## src/rtl/core/wmbt_pkg.sv

```systemverilog
// ----------------------------------------------------------------------------
// wmbt_pkg
// Shared constants, command codes and status types of the weighted material
// blend table.
// ----------------------------------------------------------------------------
package wmbt_pkg;

    localparam int TABLE_ENTRIES_DEF = 8;

    localparam int ID_W   = 16;
    localparam int WT_W   = 20;
    localparam int Q_W    = 17;
    localparam int MODE_W = 3;
    localparam int OP_W   = 2;
    localparam int PROD_W = WT_W + Q_W + 1;
    localparam int DIVD_W = WT_W + 16 + 1;

    localparam logic [Q_W-1:0]  ONE_Q16    = 17'h10000;
    localparam logic [WT_W-1:0] WEIGHT_MAX = 20'hFFFFF;

    localparam logic [OP_W-1:0] OP_START  = 2'd0;
    localparam logic [OP_W-1:0] OP_APPLY  = 2'd1;
    localparam logic [OP_W-1:0] OP_FINISH = 2'd2;

    localparam logic [MODE_W-1:0] MODE_ADD      = 3'd0;
    localparam logic [MODE_W-1:0] MODE_SUB      = 3'd1;
    localparam logic [MODE_W-1:0] MODE_REPLACE  = 3'd2;
    localparam logic [MODE_W-1:0] MODE_MULTIPLY = 3'd3;
    localparam logic [MODE_W-1:0] MODE_MIN      = 3'd4;
    localparam logic [MODE_W-1:0] MODE_MAX      = 3'd5;

    typedef enum logic [4:0] {
        CMD_NONE,
        CMD_LOAD,
        CMD_CLR,
        CMD_SCALE_MUL,
        CMD_SCALE_WR,
        CMD_SEARCH,
        CMD_MUL1,
        CMD_MUL2,
        CMD_ADJUST,
        CMD_SUM,
        CMD_EMPTY,
        CMD_DIV_START,
        CMD_DIV_WR,
        CMD_SORT_LOAD,
        CMD_SORT_CMP,
        CMD_SORT_WR,
        CMD_EMIT
    } cmd_t;

    typedef struct packed {
        logic [OP_W-1:0]   op;
        logic [MODE_W-1:0] mode;
        logic              t_zero;
        logic              idx_end;
        logic              idx_last;
        logic              l_end;
        logic              sum_zero;
        logic              div_done;
    } stat_t;

endpackage

```

## src/rtl/core/wmbt_div.sv

```systemverilog
// ----------------------------------------------------------------------------
// wmbt_div
// Restoring divider, one quotient bit per cycle, 17-bit quotient.
// ----------------------------------------------------------------------------
module wmbt_div #(
    parameter int SW = 23
) (
    input  logic                        clk,
    input  logic                        rst_n,
    input  logic                        start,
    input  logic [wmbt_pkg::DIVD_W-1:0] dividend,
    input  logic [SW-1:0]               divisor,
    output logic                        done,
    output logic [wmbt_pkg::Q_W-1:0]    quotient
);
    import wmbt_pkg::*;

    localparam int CNT_W = $clog2(Q_W + 1);
    localparam int HI_W  = DIVD_W - Q_W;

    logic [SW:0]      rem_reg;
    logic [Q_W-1:0]   lo_reg;
    logic [Q_W-1:0]   q_reg;
    logic [SW-1:0]    dvs_reg;
    logic [CNT_W-1:0] cnt_reg;
    logic             run_reg;
    logic             done_reg;
    logic [SW:0]      trial;
    logic             ge;

    assign trial = {rem_reg[SW-1:0], lo_reg[Q_W-1]};
    assign ge    = trial >= {1'b0, dvs_reg};

    always_ff @(posedge clk or negedge rst_n)
    begin
        if (!rst_n)
        begin
            run_reg  <= 1'b0;
            done_reg <= 1'b0;
            cnt_reg  <= '0;
        end
        else
        begin
            done_reg <= 1'b0;
            if (start)
            begin
                run_reg <= 1'b1;
                cnt_reg <= CNT_W'(Q_W);
            end
            else if (run_reg)
            begin
                cnt_reg <= cnt_reg - 1'b1;
                if (cnt_reg == CNT_W'(1))
                begin
                    run_reg  <= 1'b0;
                    done_reg <= 1'b1;
                end
            end
        end
    end

    always_ff @(posedge clk)
    begin
        if (start)
        begin
            rem_reg <= {{(SW + 1 - HI_W){1'b0}}, dividend[DIVD_W-1:Q_W]};
            lo_reg  <= dividend[Q_W-1:0];
            dvs_reg <= divisor;
            q_reg   <= '0;
        end
        else if (run_reg)
        begin
            rem_reg <= ge ? (trial - {1'b0, dvs_reg}) : trial;
            lo_reg  <= {lo_reg[Q_W-2:0], 1'b0};
            q_reg   <= {q_reg[Q_W-2:0], ge};
        end
    end

    assign done     = done_reg;
    assign quotient = q_reg;

endmodule

```

## src/rtl/core/wmbt_ctrl.sv

```systemverilog
// ----------------------------------------------------------------------------
// wmbt_ctrl
// Sequencer: walks the datapath through start, apply, finish and emit phases.
// ----------------------------------------------------------------------------
module wmbt_ctrl (
    input  logic            clk,
    input  logic            rst_n,
    input  logic            start,
    input  wmbt_pkg::stat_t stat,
    output wmbt_pkg::cmd_t  cmd,
    output logic            busy
);
    import wmbt_pkg::*;

    typedef enum logic [14:0] {
        S_IDLE      = 15'b000000000000001,
        S_DISPATCH  = 15'b000000000000010,
        S_SCALE_MUL = 15'b000000000000100,
        S_SCALE_WR  = 15'b000000000001000,
        S_SEARCH    = 15'b000000000010000,
        S_MUL1      = 15'b000000000100000,
        S_MUL2      = 15'b000000001000000,
        S_ADJUST    = 15'b000000010000000,
        S_SUM       = 15'b000000100000000,
        S_EMPTY     = 15'b000001000000000,
        S_DIV       = 15'b000010000000000,
        S_DIV_WAIT  = 15'b000100000000000,
        S_SORT_L    = 15'b001000000000000,
        S_SORT_R    = 15'b010000000000000,
        S_EMIT      = 15'b100000000000000
    } state_t;

    state_t state_reg;
    state_t state_next;

    always_ff @(posedge clk or negedge rst_n)
    begin
        if (!rst_n)
            state_reg <= S_IDLE;
        else
            state_reg <= state_next;
    end

    always_comb
    begin
        cmd        = CMD_NONE;
        state_next = state_reg;
        case (state_reg)
            S_IDLE:
            begin
                if (start)
                begin
                    cmd        = CMD_LOAD;
                    state_next = S_DISPATCH;
                end
            end
            S_DISPATCH:
            begin
                case (stat.op)
                    OP_APPLY:
                    begin
                        if (stat.t_zero || (stat.mode > MODE_MAX))
                            state_next = S_IDLE;
                        else if (stat.mode == MODE_REPLACE)
                            state_next = S_SCALE_MUL;
                        else
                            state_next = S_SEARCH;
                    end
                    OP_FINISH: state_next = S_SUM;
                    default:   state_next = S_IDLE;
                endcase
            end
            S_SCALE_MUL:
            begin
                if (stat.idx_end)
                begin
                    cmd        = CMD_CLR;
                    state_next = S_SEARCH;
                end
                else
                begin
                    cmd        = CMD_SCALE_MUL;
                    state_next = S_SCALE_WR;
                end
            end
            S_SCALE_WR:
            begin
                cmd        = CMD_SCALE_WR;
                state_next = S_SCALE_MUL;
            end
            S_SEARCH:
            begin
                if (stat.idx_end)
                    state_next = S_MUL1;
                else
                    cmd = CMD_SEARCH;
            end
            S_MUL1:
            begin
                cmd        = CMD_MUL1;
                state_next = (stat.mode == MODE_MULTIPLY) ? S_MUL2 : S_ADJUST;
            end
            S_MUL2:
            begin
                cmd        = CMD_MUL2;
                state_next = S_ADJUST;
            end
            S_ADJUST:
            begin
                cmd        = CMD_ADJUST;
                state_next = S_IDLE;
            end
            S_SUM:
            begin
                if (stat.idx_end)
                begin
                    cmd        = CMD_CLR;
                    state_next = stat.sum_zero ? S_EMPTY : S_DIV;
                end
                else
                    cmd = CMD_SUM;
            end
            S_EMPTY:
            begin
                cmd        = CMD_EMPTY;
                state_next = S_IDLE;
            end
            S_DIV:
            begin
                if (stat.idx_end)
                begin
                    cmd        = CMD_CLR;
                    state_next = S_SORT_L;
                end
                else
                begin
                    cmd        = CMD_DIV_START;
                    state_next = S_DIV_WAIT;
                end
            end
            S_DIV_WAIT:
            begin
                if (stat.div_done)
                begin
                    cmd        = CMD_DIV_WR;
                    state_next = S_DIV;
                end
            end
            S_SORT_L:
            begin
                if (stat.l_end)
                begin
                    cmd        = CMD_CLR;
                    state_next = S_EMIT;
                end
                else
                begin
                    cmd        = CMD_SORT_LOAD;
                    state_next = S_SORT_R;
                end
            end
            S_SORT_R:
            begin
                if (stat.idx_end)
                begin
                    cmd        = CMD_SORT_WR;
                    state_next = S_SORT_L;
                end
                else
                    cmd = CMD_SORT_CMP;
            end
            S_EMIT:
            begin
                cmd = CMD_EMIT;
                if (stat.idx_last)
                    state_next = S_IDLE;
            end
            default: state_next = S_IDLE;
        endcase
    end

    assign busy = (state_reg != S_IDLE);

endmodule

```

## src/rtl/core/wmbt_dp.sv

```systemverilog
// ----------------------------------------------------------------------------
// wmbt_dp
// Datapath: entry table, shared Q.16 multiplier, weight sum, divider,
// exchange sort with a held entry, and the result registers.
// ----------------------------------------------------------------------------
module wmbt_dp #(
    parameter int TABLE_ENTRIES = wmbt_pkg::TABLE_ENTRIES_DEF
) (
    input  logic                        clk,
    input  logic                        rst_n,
    input  wmbt_pkg::cmd_t              cmd,
    input  logic [wmbt_pkg::OP_W-1:0]   operation,
    input  logic [wmbt_pkg::ID_W-1:0]   material_id,
    input  logic [wmbt_pkg::Q_W-1:0]    authored_weight,
    input  logic [wmbt_pkg::MODE_W-1:0] blend_mode,
    input  logic [wmbt_pkg::Q_W-1:0]    influence,
    output wmbt_pkg::stat_t             stat,
    output logic                        valid,
    output logic [wmbt_pkg::ID_W-1:0]   entry_material,
    output logic [wmbt_pkg::Q_W-1:0]    entry_weight,
    output logic                        entry_last,
    output logic                        table_empty
);
    import wmbt_pkg::*;

    localparam int CW = $clog2(TABLE_ENTRIES + 1);
    localparam int IW = $clog2(TABLE_ENTRIES);
    localparam int SW = WT_W + $clog2(TABLE_ENTRIES);
    localparam logic [CW-1:0] FULL = CW'(TABLE_ENTRIES);

    logic [ID_W-1:0]   ids_reg [TABLE_ENTRIES];
    logic [WT_W-1:0]   wts_reg [TABLE_ENTRIES];
    logic [CW-1:0]     count_reg;
    logic [CW-1:0]     idx_reg;
    logic [CW-1:0]     lidx_reg;
    logic [OP_W-1:0]   op_reg;
    logic [ID_W-1:0]   id_reg;
    logic [Q_W-1:0]    a_reg;
    logic [MODE_W-1:0] mode_reg;
    logic [Q_W-1:0]    t_reg;
    logic [WT_W-1:0]   c_reg;
    logic              found_reg;
    logic [IW-1:0]     fidx_reg;
    logic [IW-1:0]     widx_reg;
    logic [WT_W-1:0]   wweak_reg;
    logic [PROD_W-1:0] prod_reg;
    logic [SW-1:0]     sum_reg;
    logic [WT_W-1:0]   hold_w_reg;
    logic [ID_W-1:0]   hold_id_reg;
    logic              valid_reg;
    logic [ID_W-1:0]   mat_reg;
    logic [Q_W-1:0]    wout_reg;
    logic              last_reg;
    logic              empty_reg;

    logic [IW-1:0]     rd_addr;
    logic [WT_W-1:0]   rd_w;
    logic [ID_W-1:0]   rd_id;
    logic [WT_W-1:0]   mul_x;
    logic [Q_W-1:0]    mul_y;
    logic [WT_W-1:0]   rnd;
    logic [WT_W-1:0]   a_ext;
    logic [WT_W-1:0]   mag;
    logic              neg;
    logic [WT_W:0]     add_sum;
    logic [WT_W-1:0]   pos_w;
    logic [WT_W-1:0]   neg_w;
    logic              wr_en;
    logic [IW-1:0]     wr_addr;
    logic [WT_W-1:0]   wr_w;
    logic [ID_W-1:0]   wr_id;
    logic              append;
    logic              heavier;
    logic              div_done;
    logic [Q_W-1:0]    quot;
    logic [DIVD_W-1:0] dividend;

    assign rd_addr = (cmd == CMD_SORT_LOAD) ? lidx_reg[IW-1:0] : idx_reg[IW-1:0];
    assign rd_w    = wts_reg[rd_addr];
    assign rd_id   = ids_reg[rd_addr];
    assign rnd     = prod_reg[WT_W+15:16];
    assign a_ext   = WT_W'(a_reg);
    assign heavier = rd_w > hold_w_reg;

    always_comb
    begin
        mul_x = '0;
        mul_y = '0;
        case (cmd)
            CMD_SCALE_MUL:
            begin
                mul_x = rd_w;
                mul_y = ONE_Q16 - t_reg;
            end
            CMD_MUL1:
            begin
                mul_y = t_reg;
                case (mode_reg)
                    MODE_MULTIPLY: mul_x = WT_W'(ONE_Q16 - a_reg);
                    MODE_MIN:      mul_x = (a_ext < c_reg) ? (c_reg - a_ext) : '0;
                    MODE_MAX:      mul_x = (a_ext > c_reg) ? (a_ext - c_reg) : '0;
                    default:       mul_x = a_ext;
                endcase
            end
            CMD_MUL2:
            begin
                mul_x = c_reg;
                mul_y = ONE_Q16 - rnd[Q_W-1:0];
            end
            default:
            begin
                mul_x = '0;
                mul_y = '0;
            end
        endcase
    end

    always_comb
    begin
        mag = rnd;
        neg = 1'b0;
        case (mode_reg)
            MODE_SUB, MODE_MIN: neg = 1'b1;
            MODE_MULTIPLY:
            begin
                mag = c_reg - rnd;
                neg = 1'b1;
            end
            default: neg = 1'b0;
        endcase
    end

    assign add_sum = {1'b0, c_reg} + {1'b0, mag};
    assign pos_w   = add_sum[WT_W] ? WEIGHT_MAX : add_sum[WT_W-1:0];
    assign neg_w   = (c_reg >= mag) ? (c_reg - mag) : '0;
    assign append  = (id_reg != '0) && (mag != '0) && !found_reg && !neg
                     && (count_reg < FULL);

    always_comb
    begin
        wr_en   = 1'b0;
        wr_addr = idx_reg[IW-1:0];
        wr_w    = rd_w;
        wr_id   = rd_id;
        case (cmd)
            CMD_LOAD:
            begin
                wr_en   = (operation == OP_START) && (material_id != '0);
                wr_addr = '0;
                wr_w    = WT_W'(ONE_Q16);
                wr_id   = material_id;
            end
            CMD_SCALE_WR:
            begin
                wr_en = 1'b1;
                wr_w  = rnd;
            end
            CMD_ADJUST:
            begin
                wr_id = id_reg;
                if ((id_reg != '0) && (mag != '0))
                begin
                    if (found_reg)
                    begin
                        wr_en   = 1'b1;
                        wr_addr = fidx_reg;
                        wr_w    = neg ? neg_w : pos_w;
                    end
                    else if (!neg)
                    begin
                        wr_w = mag;
                        if (count_reg < FULL)
                        begin
                            wr_en   = 1'b1;
                            wr_addr = count_reg[IW-1:0];
                        end
                        else if (mag > wweak_reg)
                        begin
                            wr_en   = 1'b1;
                            wr_addr = widx_reg;
                        end
                    end
                end
            end
            CMD_DIV_WR:
            begin
                wr_en = 1'b1;
                wr_w  = WT_W'(quot);
            end
            CMD_SORT_CMP:
            begin
                wr_en = heavier;
                wr_w  = hold_w_reg;
                wr_id = hold_id_reg;
            end
            CMD_SORT_WR:
            begin
                wr_en   = 1'b1;
                wr_addr = lidx_reg[IW-1:0];
                wr_w    = hold_w_reg;
                wr_id   = hold_id_reg;
            end
            default: wr_en = 1'b0;
        endcase
    end

    always_ff @(posedge clk)
    begin
        if (wr_en)
        begin
            ids_reg[wr_addr] <= wr_id;
            wts_reg[wr_addr] <= wr_w;
        end
    end

    assign dividend = DIVD_W'({rd_w, 16'h0000}) + DIVD_W'(sum_reg >> 1);

    wmbt_div #(
        .SW (SW)
    ) u_div (
        .clk      (clk),
        .rst_n    (rst_n),
        .start    (cmd == CMD_DIV_START),
        .dividend (dividend),
        .divisor  (sum_reg),
        .done     (div_done),
        .quotient (quot)
    );

    always_ff @(posedge clk or negedge rst_n)
    begin
        if (!rst_n)
        begin
            count_reg <= '0;
            idx_reg   <= '0;
            lidx_reg  <= '0;
            op_reg    <= OP_START;
            mode_reg  <= MODE_ADD;
            t_reg     <= '0;
            found_reg <= 1'b0;
            sum_reg   <= '0;
            valid_reg <= 1'b0;
        end
        else
        begin
            valid_reg <= 1'b0;
            case (cmd)
                CMD_LOAD:
                begin
                    op_reg    <= operation;
                    mode_reg  <= blend_mode;
                    t_reg     <= (influence > ONE_Q16) ? ONE_Q16 : influence;
                    idx_reg   <= '0;
                    lidx_reg  <= '0;
                    found_reg <= 1'b0;
                    sum_reg   <= '0;
                    if (operation == OP_START)
                        count_reg <= (material_id != '0) ? CW'(1) : '0;
                end
                CMD_CLR:
                begin
                    idx_reg   <= '0;
                    lidx_reg  <= '0;
                    found_reg <= 1'b0;
                end
                CMD_SCALE_WR, CMD_DIV_WR, CMD_SORT_CMP:
                    idx_reg <= idx_reg + 1'b1;
                CMD_SEARCH:
                begin
                    if ((rd_id == id_reg) && !found_reg)
                        found_reg <= 1'b1;
                    idx_reg <= idx_reg + 1'b1;
                end
                CMD_ADJUST:
                begin
                    if (append)
                        count_reg <= count_reg + 1'b1;
                end
                CMD_SUM:
                begin
                    sum_reg <= sum_reg + SW'(rd_w);
                    idx_reg <= idx_reg + 1'b1;
                end
                CMD_EMPTY:
                begin
                    count_reg <= '0;
                    valid_reg <= 1'b1;
                end
                CMD_SORT_LOAD:
                    idx_reg <= lidx_reg + 1'b1;
                CMD_SORT_WR:
                    lidx_reg <= lidx_reg + 1'b1;
                CMD_EMIT:
                begin
                    valid_reg <= 1'b1;
                    idx_reg   <= idx_reg + 1'b1;
                end
                default:
                    idx_reg <= idx_reg;
            endcase
        end
    end

    always_ff @(posedge clk)
    begin
        case (cmd)
            CMD_LOAD:
            begin
                id_reg    <= material_id;
                a_reg     <= (authored_weight > ONE_Q16) ? ONE_Q16 : authored_weight;
                c_reg     <= '0;
                fidx_reg  <= '0;
                widx_reg  <= '0;
                wweak_reg <= WEIGHT_MAX;
            end
            CMD_CLR:
            begin
                c_reg     <= '0;
                widx_reg  <= '0;
                wweak_reg <= WEIGHT_MAX;
            end
            CMD_SCALE_MUL, CMD_MUL1, CMD_MUL2:
                prod_reg <= PROD_W'(mul_x) * PROD_W'(mul_y) + PROD_W'(32768);
            CMD_SEARCH:
            begin
                if ((rd_id == id_reg) && !found_reg)
                begin
                    fidx_reg <= idx_reg[IW-1:0];
                    c_reg    <= rd_w;
                end
                if (rd_w < wweak_reg)
                begin
                    widx_reg  <= idx_reg[IW-1:0];
                    wweak_reg <= rd_w;
                end
            end
            CMD_EMPTY:
            begin
                mat_reg   <= '0;
                wout_reg  <= '0;
                last_reg  <= 1'b1;
                empty_reg <= 1'b1;
            end
            CMD_SORT_LOAD:
            begin
                hold_w_reg  <= rd_w;
                hold_id_reg <= rd_id;
            end
            CMD_SORT_CMP:
            begin
                if (heavier)
                begin
                    hold_w_reg  <= rd_w;
                    hold_id_reg <= rd_id;
                end
            end
            CMD_EMIT:
            begin
                mat_reg   <= rd_id;
                wout_reg  <= rd_w[Q_W-1:0];
                last_reg  <= stat.idx_last;
                empty_reg <= 1'b0;
            end
            default:
                prod_reg <= prod_reg;
        endcase
    end

    assign stat.op       = op_reg;
    assign stat.mode     = mode_reg;
    assign stat.t_zero   = (t_reg == '0);
    assign stat.idx_end  = (idx_reg == count_reg);
    assign stat.idx_last = (idx_reg == CW'(count_reg - 1'b1));
    assign stat.l_end    = (lidx_reg == count_reg);
    assign stat.sum_zero = (sum_reg == '0);
    assign stat.div_done = div_done;

    assign valid          = valid_reg;
    assign entry_material = mat_reg;
    assign entry_weight   = wout_reg;
    assign entry_last     = last_reg;
    assign table_empty    = empty_reg;

endmodule

```

## src/rtl/core/weighted_material_blend_table_top.sv

```systemverilog
// ----------------------------------------------------------------------------
// weighted_material_blend_table_top
// Table of (material, weight) entries: start seeds, apply blends one
// material, finish normalizes, sorts descending and emits the entries.
//
//   channel   handshake            payload
//   item in   start / busy         operation, material_id, authored_weight,
//                                  blend_mode, influence
//   result    valid (per result)   entry_material, entry_weight, entry_last,
//                                  table_empty
//
// An item is taken when start is high and busy low; busy stays high until
// the item is finished. Apply with replace first rescales every entry
// through the one multiplier; multiply adds a second multiplier step.
// Finish sums the weights, divides each entry (17-step divider, started
// and written back per entry), runs an exchange sort (one table read per
// cycle) and emits one result a cycle; a zero sum emits a single empty
// result instead.
// Reset clears the entry count; results cannot be stalled.
// ----------------------------------------------------------------------------
module weighted_material_blend_table_top #(
    parameter int TABLE_ENTRIES = wmbt_pkg::TABLE_ENTRIES_DEF
) (
    input  logic                        clk,
    input  logic                        rst_n,
    input  logic                        start,
    output logic                        busy,
    input  logic [wmbt_pkg::OP_W-1:0]   operation,
    input  logic [wmbt_pkg::ID_W-1:0]   material_id,
    input  logic [wmbt_pkg::Q_W-1:0]    authored_weight,
    input  logic [wmbt_pkg::MODE_W-1:0] blend_mode,
    input  logic [wmbt_pkg::Q_W-1:0]    influence,
    output logic                        valid,
    output logic [wmbt_pkg::ID_W-1:0]   entry_material,
    output logic [wmbt_pkg::Q_W-1:0]    entry_weight,
    output logic                        entry_last,
    output logic                        table_empty
);
    import wmbt_pkg::*;

    cmd_t  cmd;
    stat_t stat;

    wmbt_ctrl u_ctrl (
        .clk   (clk),
        .rst_n (rst_n),
        .start (start),
        .stat  (stat),
        .cmd   (cmd),
        .busy  (busy)
    );

    wmbt_dp #(
        .TABLE_ENTRIES (TABLE_ENTRIES)
    ) u_dp (
        .clk             (clk),
        .rst_n           (rst_n),
        .cmd             (cmd),
        .operation       (operation),
        .material_id     (material_id),
        .authored_weight (authored_weight),
        .blend_mode      (blend_mode),
        .influence       (influence),
        .stat            (stat),
        .valid           (valid),
        .entry_material  (entry_material),
        .entry_weight    (entry_weight),
        .entry_last      (entry_last),
        .table_empty     (table_empty)
    );

`ifndef SYNTHESIS
    a_last_ends_run: assert property (@(posedge clk) disable iff (!rst_n)
        valid && entry_last |=> !valid)
        else $error("result after last item of a run");

    a_mid_run_busy: assert property (@(posedge clk) disable iff (!rst_n)
        valid && !entry_last |-> busy)
        else $error("run ended before last result");

    a_empty_form: assert property (@(posedge clk) disable iff (!rst_n)
        valid && table_empty |-> entry_last && (entry_weight == '0))
        else $error("malformed empty result");

    a_accept_busy: assert property (@(posedge clk) disable iff (!rst_n)
        start && !busy |=> busy)
        else $error("busy not raised after accept");
`endif

endmodule
```

## config.mk

```make
export PLATFORM = sky130hd
export DESIGN_NAME = weighted_material_blend_table_top
export DESIGN_NICKNAME = d
export VERILOG_FILES = /design/src/rtl/core/wmbt_pkg.sv /design/src/rtl/core/wmbt_div.sv /design/src/rtl/core/wmbt_ctrl.sv /design/src/rtl/core/wmbt_dp.sv /design/src/rtl/core/weighted_material_blend_table_top.sv
export SDC_FILE = /design/constraint.sdc
export NUM_CORES = 2
export LEC_CHECK = 0
export ABC_AREA = 1
export BUFFER_PORTS_ARGS = -buffer_cell sky130_fd_sc_hd__buf_2
export CAP_MARGIN = 30
export CORE_MARGIN = 2
export CORE_UTILIZATION = 45
export CTS_CLUSTER_DIAMETER = 150
export CTS_CLUSTER_SIZE = 24
export DETAILED_ROUTE_END_ITERATION = 10
export PLACE_DENSITY_LB_ADDON = 0.25
export SYNTH_ARGS = -nofsm -noshare
export SYNTH_HDL_FRONTEND = slang
export SYNTH_SLANG_ARGS = --single-unit
```

## constraint.sdc

```tcl
create_clock -name clk -period 14.65 [get_ports clk]
set_input_delay 0.7325 -clock clk [delete_from_list [all_inputs] [get_ports clk]]
set_output_delay 0.7325 -clock clk [all_outputs]
set_load 0.01 [all_outputs]
```

======== After elaboration in Yosys (flattened, before gate mapping) ========
Memories as Yosys holds them, arrays and structs flattened.
Cells that the tools add are included.
operators by class
  $mul .................................... 1
  equality and inequality tests ........... 55
  $add $sub $neg .......................... 17
  mux-type cells .......................... 94
  order comparisons ....................... 11
  reductions and logical operators ........ 37
operators with widths
  cell                                                                   number
  20-bit 2-to-1 mux                                                      14
  15-bit one-hot mux with 13 select lines                                1
  15-bit 2-to-1 mux                                                      8
  20-bit one-hot mux with 2 select lines                                 3
  20-bit one-hot mux with 3 select lines                                 2
  20-bit one-hot mux with 5 select lines                                 1
  5-bit one-hot mux with 14 select lines                                 1
  16-bit one-hot mux with 2 select lines                                 2
  17-bit 2-to-1 mux                                                      3
  17-bit one-hot mux with 3 select lines                                 1
  16-bit one-hot mux with 3 select lines                                 1
  23-bit one-hot mux with 2 select lines                                 1
  5-bit by 4-bit equality test with 1-bit output, second input constant  8
  20-bit > comparator                                                    2
  20-bit subtractor                                                      2
  36-bit by 22-bit adder with 37-bit output                              1
  36-bit by 16-bit adder with 36-bit output, second input constant       1
  20-bit by 17-bit multiplier with 36-bit output                         1
  17-bit > comparator, second input constant                             2
  17-bit one-hot mux with 2 select lines                                 1
  17-bit subtractor, first input constant                                2
  16-bit nonzero test                                                    2
  15-bit one-hot mux with 2 select lines                                 1
  3-bit 2-to-1 mux                                                       9
  74 further kinds                                                       145
storage, ports and cells
  register bits ........................... 347
  logic and storage cells ................. 248
  output and inout bits ................... 37
  memories kept ........................... 2
  memory bits (writable) .................. 288
memories
  memory        words  width  read ports  clocked after memory_dff  write ports  RTL line       source
  u_dp.wts_reg  8      20     1           0                         1            wmbt_dp.sv:32  logic [WT_W-1:0] wts_reg [TABLE_ENTRIES];
  u_dp.ids_reg  8      16     1           0                         1            wmbt_dp.sv:31  logic [ID_W-1:0] ids_reg [TABLE_ENTRIES];

======== Longest topological paths before layout ========
  depth after elaboration ................. 11
  mapped depth ............................ 48
  depth with buffers taken out ............ 46

======== Modules after synthesis ========
A second synthesis with hierarchy kept.
unflattened totals
  cell total of the unflattened synthesis .. 6104
  area total of the unflattened synthesis .. 50196.9 µm²
by module, submodules not included
  module     instances  area each (µm²)  cells each  sequential area each (µm²)
  wmbt_dp    1          43641.9          5219        15229.6
  wmbt_div   1          5348.9           721         2377.3
  wmbt_ctrl  1          1206.2           164         376.6

======== Least setup slack after synthesis ========
No wires, ideal clock.
  kind .................................... reg-to-reg
  start point ............................. register u_dp.c_reg[1]
  end point ............................... register u_dp.prod_reg[35], data pin
  slack ................................... 7155 ps
  cell stages (with the launch flop) ...... 37
  arrival time ............................ 7243 ps
  clock period less this slack ............ 7495 ps
  cells stage by stage .................... edfxtp_1 inv_1 fa_1 nand2_1 nand2_1 a21oi_1 o21ai_0 nand2_1 nand2_1 a31oi_1 xor2_1 nand2_1 o211ai_1 nand2_1 o221ai_4 buf_2 nand2_1 fa_1 inv_1 fa_1 inv_1 fa_1 inv_1 fa_1 fa_1 inv_1 fa_1 inv_1 ha_1 a21oi_1 o21ai_0 a21oi_1 nor2_1 a211oi_1 nand2_1 nand2_1 nand2_1
between the ends
  cells in the longest elaborated chain, start to end .. 6
ends and longest elaborated chain
  item                                                                          RTL line                        source
  start: declaration                                                            wmbt_dp.sv:41                   logic [WT_W-1:0] c_reg;
  start signal: assignment                                                      wmbt_dp.sv:329                  c_reg <= rd_w;
  17-bit by 20-bit subtractor with 20-bit output, or another cell as far along  wmbt_dp.sv:101                  MODE_MAX: mul_x = (a_ext > c_reg) ? (a_ext - c_reg) : '0;
  20-bit 2-to-1 mux, on equally long branches                                   wmbt_dp.sv:101, wmbt_dp.sv:100
  20-bit one-hot mux with 3 select lines                                        wmbt_dp.sv:98                   case (mode_reg)
  20-bit one-hot mux with 3 select lines (*)                                    wmbt_dp.sv:89                   case (cmd)
  20-bit by 17-bit multiplier with 36-bit output (*)                            wmbt_dp.sv:323                  prod_reg <= PROD_W'(mul_x) * PROD_W'(mul_y) + PROD_W'(32768);
  36-bit by 16-bit adder with 36-bit output (*)                                 wmbt_dp.sv:323
  end signal: assignment                                                        wmbt_dp.sv:323
  end signal: assignment                                                        wmbt_dp.sv:365                  prod_reg <= prod_reg;
  end: declaration                                                              wmbt_dp.sv:46                   logic [PROD_W-1:0] prod_reg;
Every way passes the cells marked *; elsewhere a longest branch is shown, timed or not.
A chain may end at the register's enable or synchronous reset.

======== Final worst setup path ========
  start point ............................. register u_dp.lidx_reg[1]
  end point ............................... register u_dp.prod_reg[32], data pin
between the ends
  cells in the longest elaborated chain, start to end .. 9
ends and longest elaborated chain
  item                                                RTL line          source
  start: declaration                                  wmbt_dp.sv:35     logic [CW-1:0] lidx_reg;
  start signal: assignment                            wmbt_dp.sv:292    lidx_reg <= lidx_reg + 1'b1;
  4-bit equality test                                 wmbt_dp.sv:374    assign stat.l_end = (lidx_reg == count_reg);
  4-bit 2-to-1 mux                                    wmbt_ctrl.sv:151  if (stat.l_end)
  5-bit one-hot mux with 14 select lines              wmbt_ctrl.sv:48   case (state_reg)
  5-bit by 4-bit equality test with 1-bit output      wmbt_dp.sv:78     assign rd_addr = (cmd == CMD_SORT_LOAD) ? lidx_reg[IW-1:0] : idx_reg[IW-1:0];
  3-bit 2-to-1 mux (*)                                wmbt_dp.sv:78
  memory read 8 x 20 bit (*)                          n/a
  net u_dp.rd_w[7]                                    wmbt_dp.sv:57     logic [WT_W-1:0] rd_w;
  20-bit one-hot mux with 3 select lines (*)          wmbt_dp.sv:89
  20-bit by 17-bit multiplier with 36-bit output (*)  wmbt_dp.sv:323
  36-bit by 16-bit adder with 36-bit output (*)       wmbt_dp.sv:323
The timed path passes the listed nets; every way through them passes the cells marked *.

==> results by stage <==
Outcome:
- The flow ran to the end, and the final reports show no timing, DRC or antenna violations.

STA:
- Setup repair after global routing left no endpoint under its margin.
- Adding up every negative setup slack in the final design gives 0 ns.
- The minimum period implied by the final worst setup slack is 9.869 ns.
- The post-layout worst setup margin is 4.781 ns.
- The total of endpoints with negative setup slack in the final report is 0.
- The worst pin sits at a relative slew slack of 26.23%.
- The final count of pins violating max slew is 0.
- The clock tree skew after final layout is 0.03040 ns.
- The count of endpoints failing hold in the final timing report was 0.
- The ratio of final minimum period to clock period is 67.36%.
- Based on the critical path, the design can be clocked at up to 101.3 MHz.
- For the pin with the worst max-slew slack, the measured transition is 1.107 ns.

Power:
- The leakage power summed over all cells is 0.02345 uW.
- The worst-case IR drop observed on VDD is 0.0001147 V.
- The power per cell area is 153.2 mW/mm^2.

Yosys:
- Counting flops with an async set or reset pin after synthesis yields a share of 13.09%.
- The flip-flop and latch count after synthesis is 619.
- Counting every instance in the synthesized netlist gives 5899.
- The Yosys step of the flow raised 0 warnings.
- The most used flip-flop cell after synthesis is edfxtp_1.
- The netlist uses 72 different library cells.
- In this run the cell area of the synthesized design comes to 0.04923 mm^2.
- The post-synth net total is 6561.
- Each instance of the synthesized netlist takes up on average 8.346 um^2.
- The number of synthesized flops with an enable pin is 518.
- Sequential cells were found to cover 36.53% of the synthesized design area.

Critical path:
- On the worst path, the slowest cell contributes a delay of 0.75 ns.
- The most frequent cell on the critical path is nand2_1.
- The largest fanout of any net on the critical path is 76.
- The required time reported for the critical path endpoint is 15.10 ns.
- The category of the worst setup path launch point is a flip-flop.
- For the worst setup path, the data arrival time is 10.32 ns.
- The startpoint-to-endpoint class of the critical path is flip-flop to flip-flop.
- STA classifies the critical path endpoint as a flip-flop.
- The critical-path cell with the highest stage delay is buf_4.

Clocking:
- CTS built an H-tree with a depth of 1.
- Clock-pin slew was measured on the worst setup and hold paths at 0.11 ns.
- The clock root buffer is clkbuf_16.
- The post-cts repair resize count is 0.
- For this design, the sink count on the clock tree is 619.
- For the worst-skew pair, the clock arrives at the later sink with an insertion delay of 0.67 ns.
- In this run, CTS created clock tree buffers numbering 29.
- The total of hold buffers inserted after clock tree synthesis is 1.
- The number of buffers added for setup after CTS is 0.
- The maximum buffer depth of the clock tree is 3.
- The clock tree from TritonCTS is yes.

Placed design:
- The placed wire-length estimate is 124300 um.
- The placer congestion estimate is 0.9782.
- Timing analysis after detailed placement gives a worst setup slack of 4.913 ns.
- Buffers placed on the I/O ports in this run total 94.

Layout:
- The number of flip-flops under the largest register name is 160.
- In the layout the commonest cells are nand2_1 (1144), inv_1 (924), nor2_1 (632).
- In the final layout, the share of cells above drive strength 1 is 5.997%.
- At the end of the flow, the number of nets in the layout was 6573.
- Fill cells in the final layout number 10570.
- The most common cell after layout, fill and taps aside is nand2_1.
- Relative to the synthesized area, the layout overhead comes to 5.647%.

Drt:
- The detailed-router iteration count before antenna repair is 6.
- The number of design rule violations left after detail routing is 0.
- For this block, the routed nets add up to 163900 um of wire.
- The violation count after the first detailed-routing iteration is 4487.
- The routed layout has 42020 vias.
- The post-detailed-route count of antenna-violating nets is 0.
- In the routed layout, each cell is associated on average with a via count of 5.728.
- The routed wirelength normalized by instance count is 22.35 um.

GRT:
- The total global routing overflow is 0.
- The number of antenna violations at the first check in global routing came to 3.
- The via count of the first global-routing pass is 41120.
- Entering global routing, the biggest net connects 99 pins.
- The global-route wire length before repair is 248700 um.
- Global routing consumed, over all layers together, 29.02% of the routing resources.

Run:
- The number of max-cap violations is 0.

Floorplan:
- The top-level I/O count is 95.
- The floorplan die area is 0.1121 mm^2.
- The chip width is 334.8 um.
- In this run the standard cell core region covers 0.1087 mm^2.
- In this run the core area contains 121 standard-cell rows.
- From bottom edge to top edge, the die measures 334.8 um.
- The effective utilization at floorplan is 45.29%.

Worst hold path:
- The path category of the worst min-delay check is input port to flip-flop.
-- critical path, delay by kind of cell (launching register included) --
kind / cells / cell delay [ns]
AND/OR/NAND/NOR: 16 / 2.18
flip-flops: 1 / 0.52
adder cells (fa/ha/maj): 7 / 3.54
buffers and inverters: 7 / 1.97
AO/OA/AOI/OAI: 5 / 1.38
-- stage by stage --
step                cell area [um^2]  instances  utilization (%)  hold WS, ns  power (uW)
floorplan                      49230       5899                -       0.4242        5506
global placement               51110       7288            47.02       0.4398        6863
detailed placement             51180       7291            47.08       0.4652        6907
CTS                            51980       7332            47.82       0.2288        7852
global route                   52010       7334            47.85       0.2384        8449
finish                         52010       7336            47.85       0.2586        7969
-- synth_stat cells (57+ instances only) --
library cell | number | share of area [%]
nor3_1 | 63 | 0.64
clkbuf_1 | 106 | 0.81
o22ai_1 | 57 | 0.72
edfxtp_1 | 518 | 32
dfrtp_1 | 80 | 4.1
nor2_1 | 641 | 4.9
nand3_1 | 295 | 3.0
a21oi_1 | 347 | 3.5
nand2_1 | 1146 | 8.7
o21ai_0 | 367 | 3.7
fa_1 | 276 | 11
xor2_1 | 78 | 1.4
ha_1 | 328 | 8.3
inv_1 | 924 | 7.0
-- layer usage --
metal | track usage, % | vias up | wire, um
li1 | - | 19420 | -
met1 | 38.73 | 20390 | 67440
met2 | 48.34 | 1865 | 76690
met3 | 2.741 | 346 | 12210
met4 | 12.32 | 2 | 7592
met5 | 0.1303 | - | 13
-- logic make-up after synthesis --
group,after synthesis,synth area share (%)
flops,619,36.53
compound gates,1064,12.58
buf+inv,1174,9.535
simple gates,2328,19.84
mux,1,0.02033
xor+xnor,109,1.939
fa+ha+maj,604,19.56
-- path summary, 6_finish.rpt --
path	startpoint	endpoint	slack (ns)	cells past startpoint
hold reg to reg	u_dp.u_div.rem_reg[22]$_SDFFE_PP0P_	u_dp.u_div.rem_reg[22]$_SDFFE_PP0P_	0.48	2
setup reg to reg	u_dp.lidx_reg[1]$_DFFE_PN0P_	u_dp.prod_reg[32]$_DFFE_PP_	4.78	35
hold / removal	authored_weight[16]	u_dp.a_reg[16]$_SDFFCE_PN1P_	0.26	1
max in group asynchronous	rst_n	u_dp.found_reg$_DFFE_PN0P_	12.93	3
setup / recovery	u_dp.lidx_reg[1]$_DFFE_PN0P_	u_dp.prod_reg[32]$_DFFE_PP_	4.78	35
min in group asynchronous	rst_n	u_dp.sum_reg[5]$_DFFE_PN0P_	0.55	2
-- layout make-up --
cell class,count,area (um^2),share of cell area (%)
Tap cell,1414,1769,3.401
Timing Repair Buffer,175,1136,2.184
Clock inverter,2,25.02,0.04811
Inverter,980,3680,7.075
Sequential cell,619,17980,34.58
Antenna cell,2,5.005,0.009622
Multi-Input combinational cell,4106,26640,51.23
Clock buffer,38,769.5,1.479
-- power breakdown --
group	switching [uW]	internal (uW)
Combinational	3170	1220
Clock	582	372
Sequential	221	2410
Total	3970	4000
Note: power is estimated with default switching activity, not from simulation.
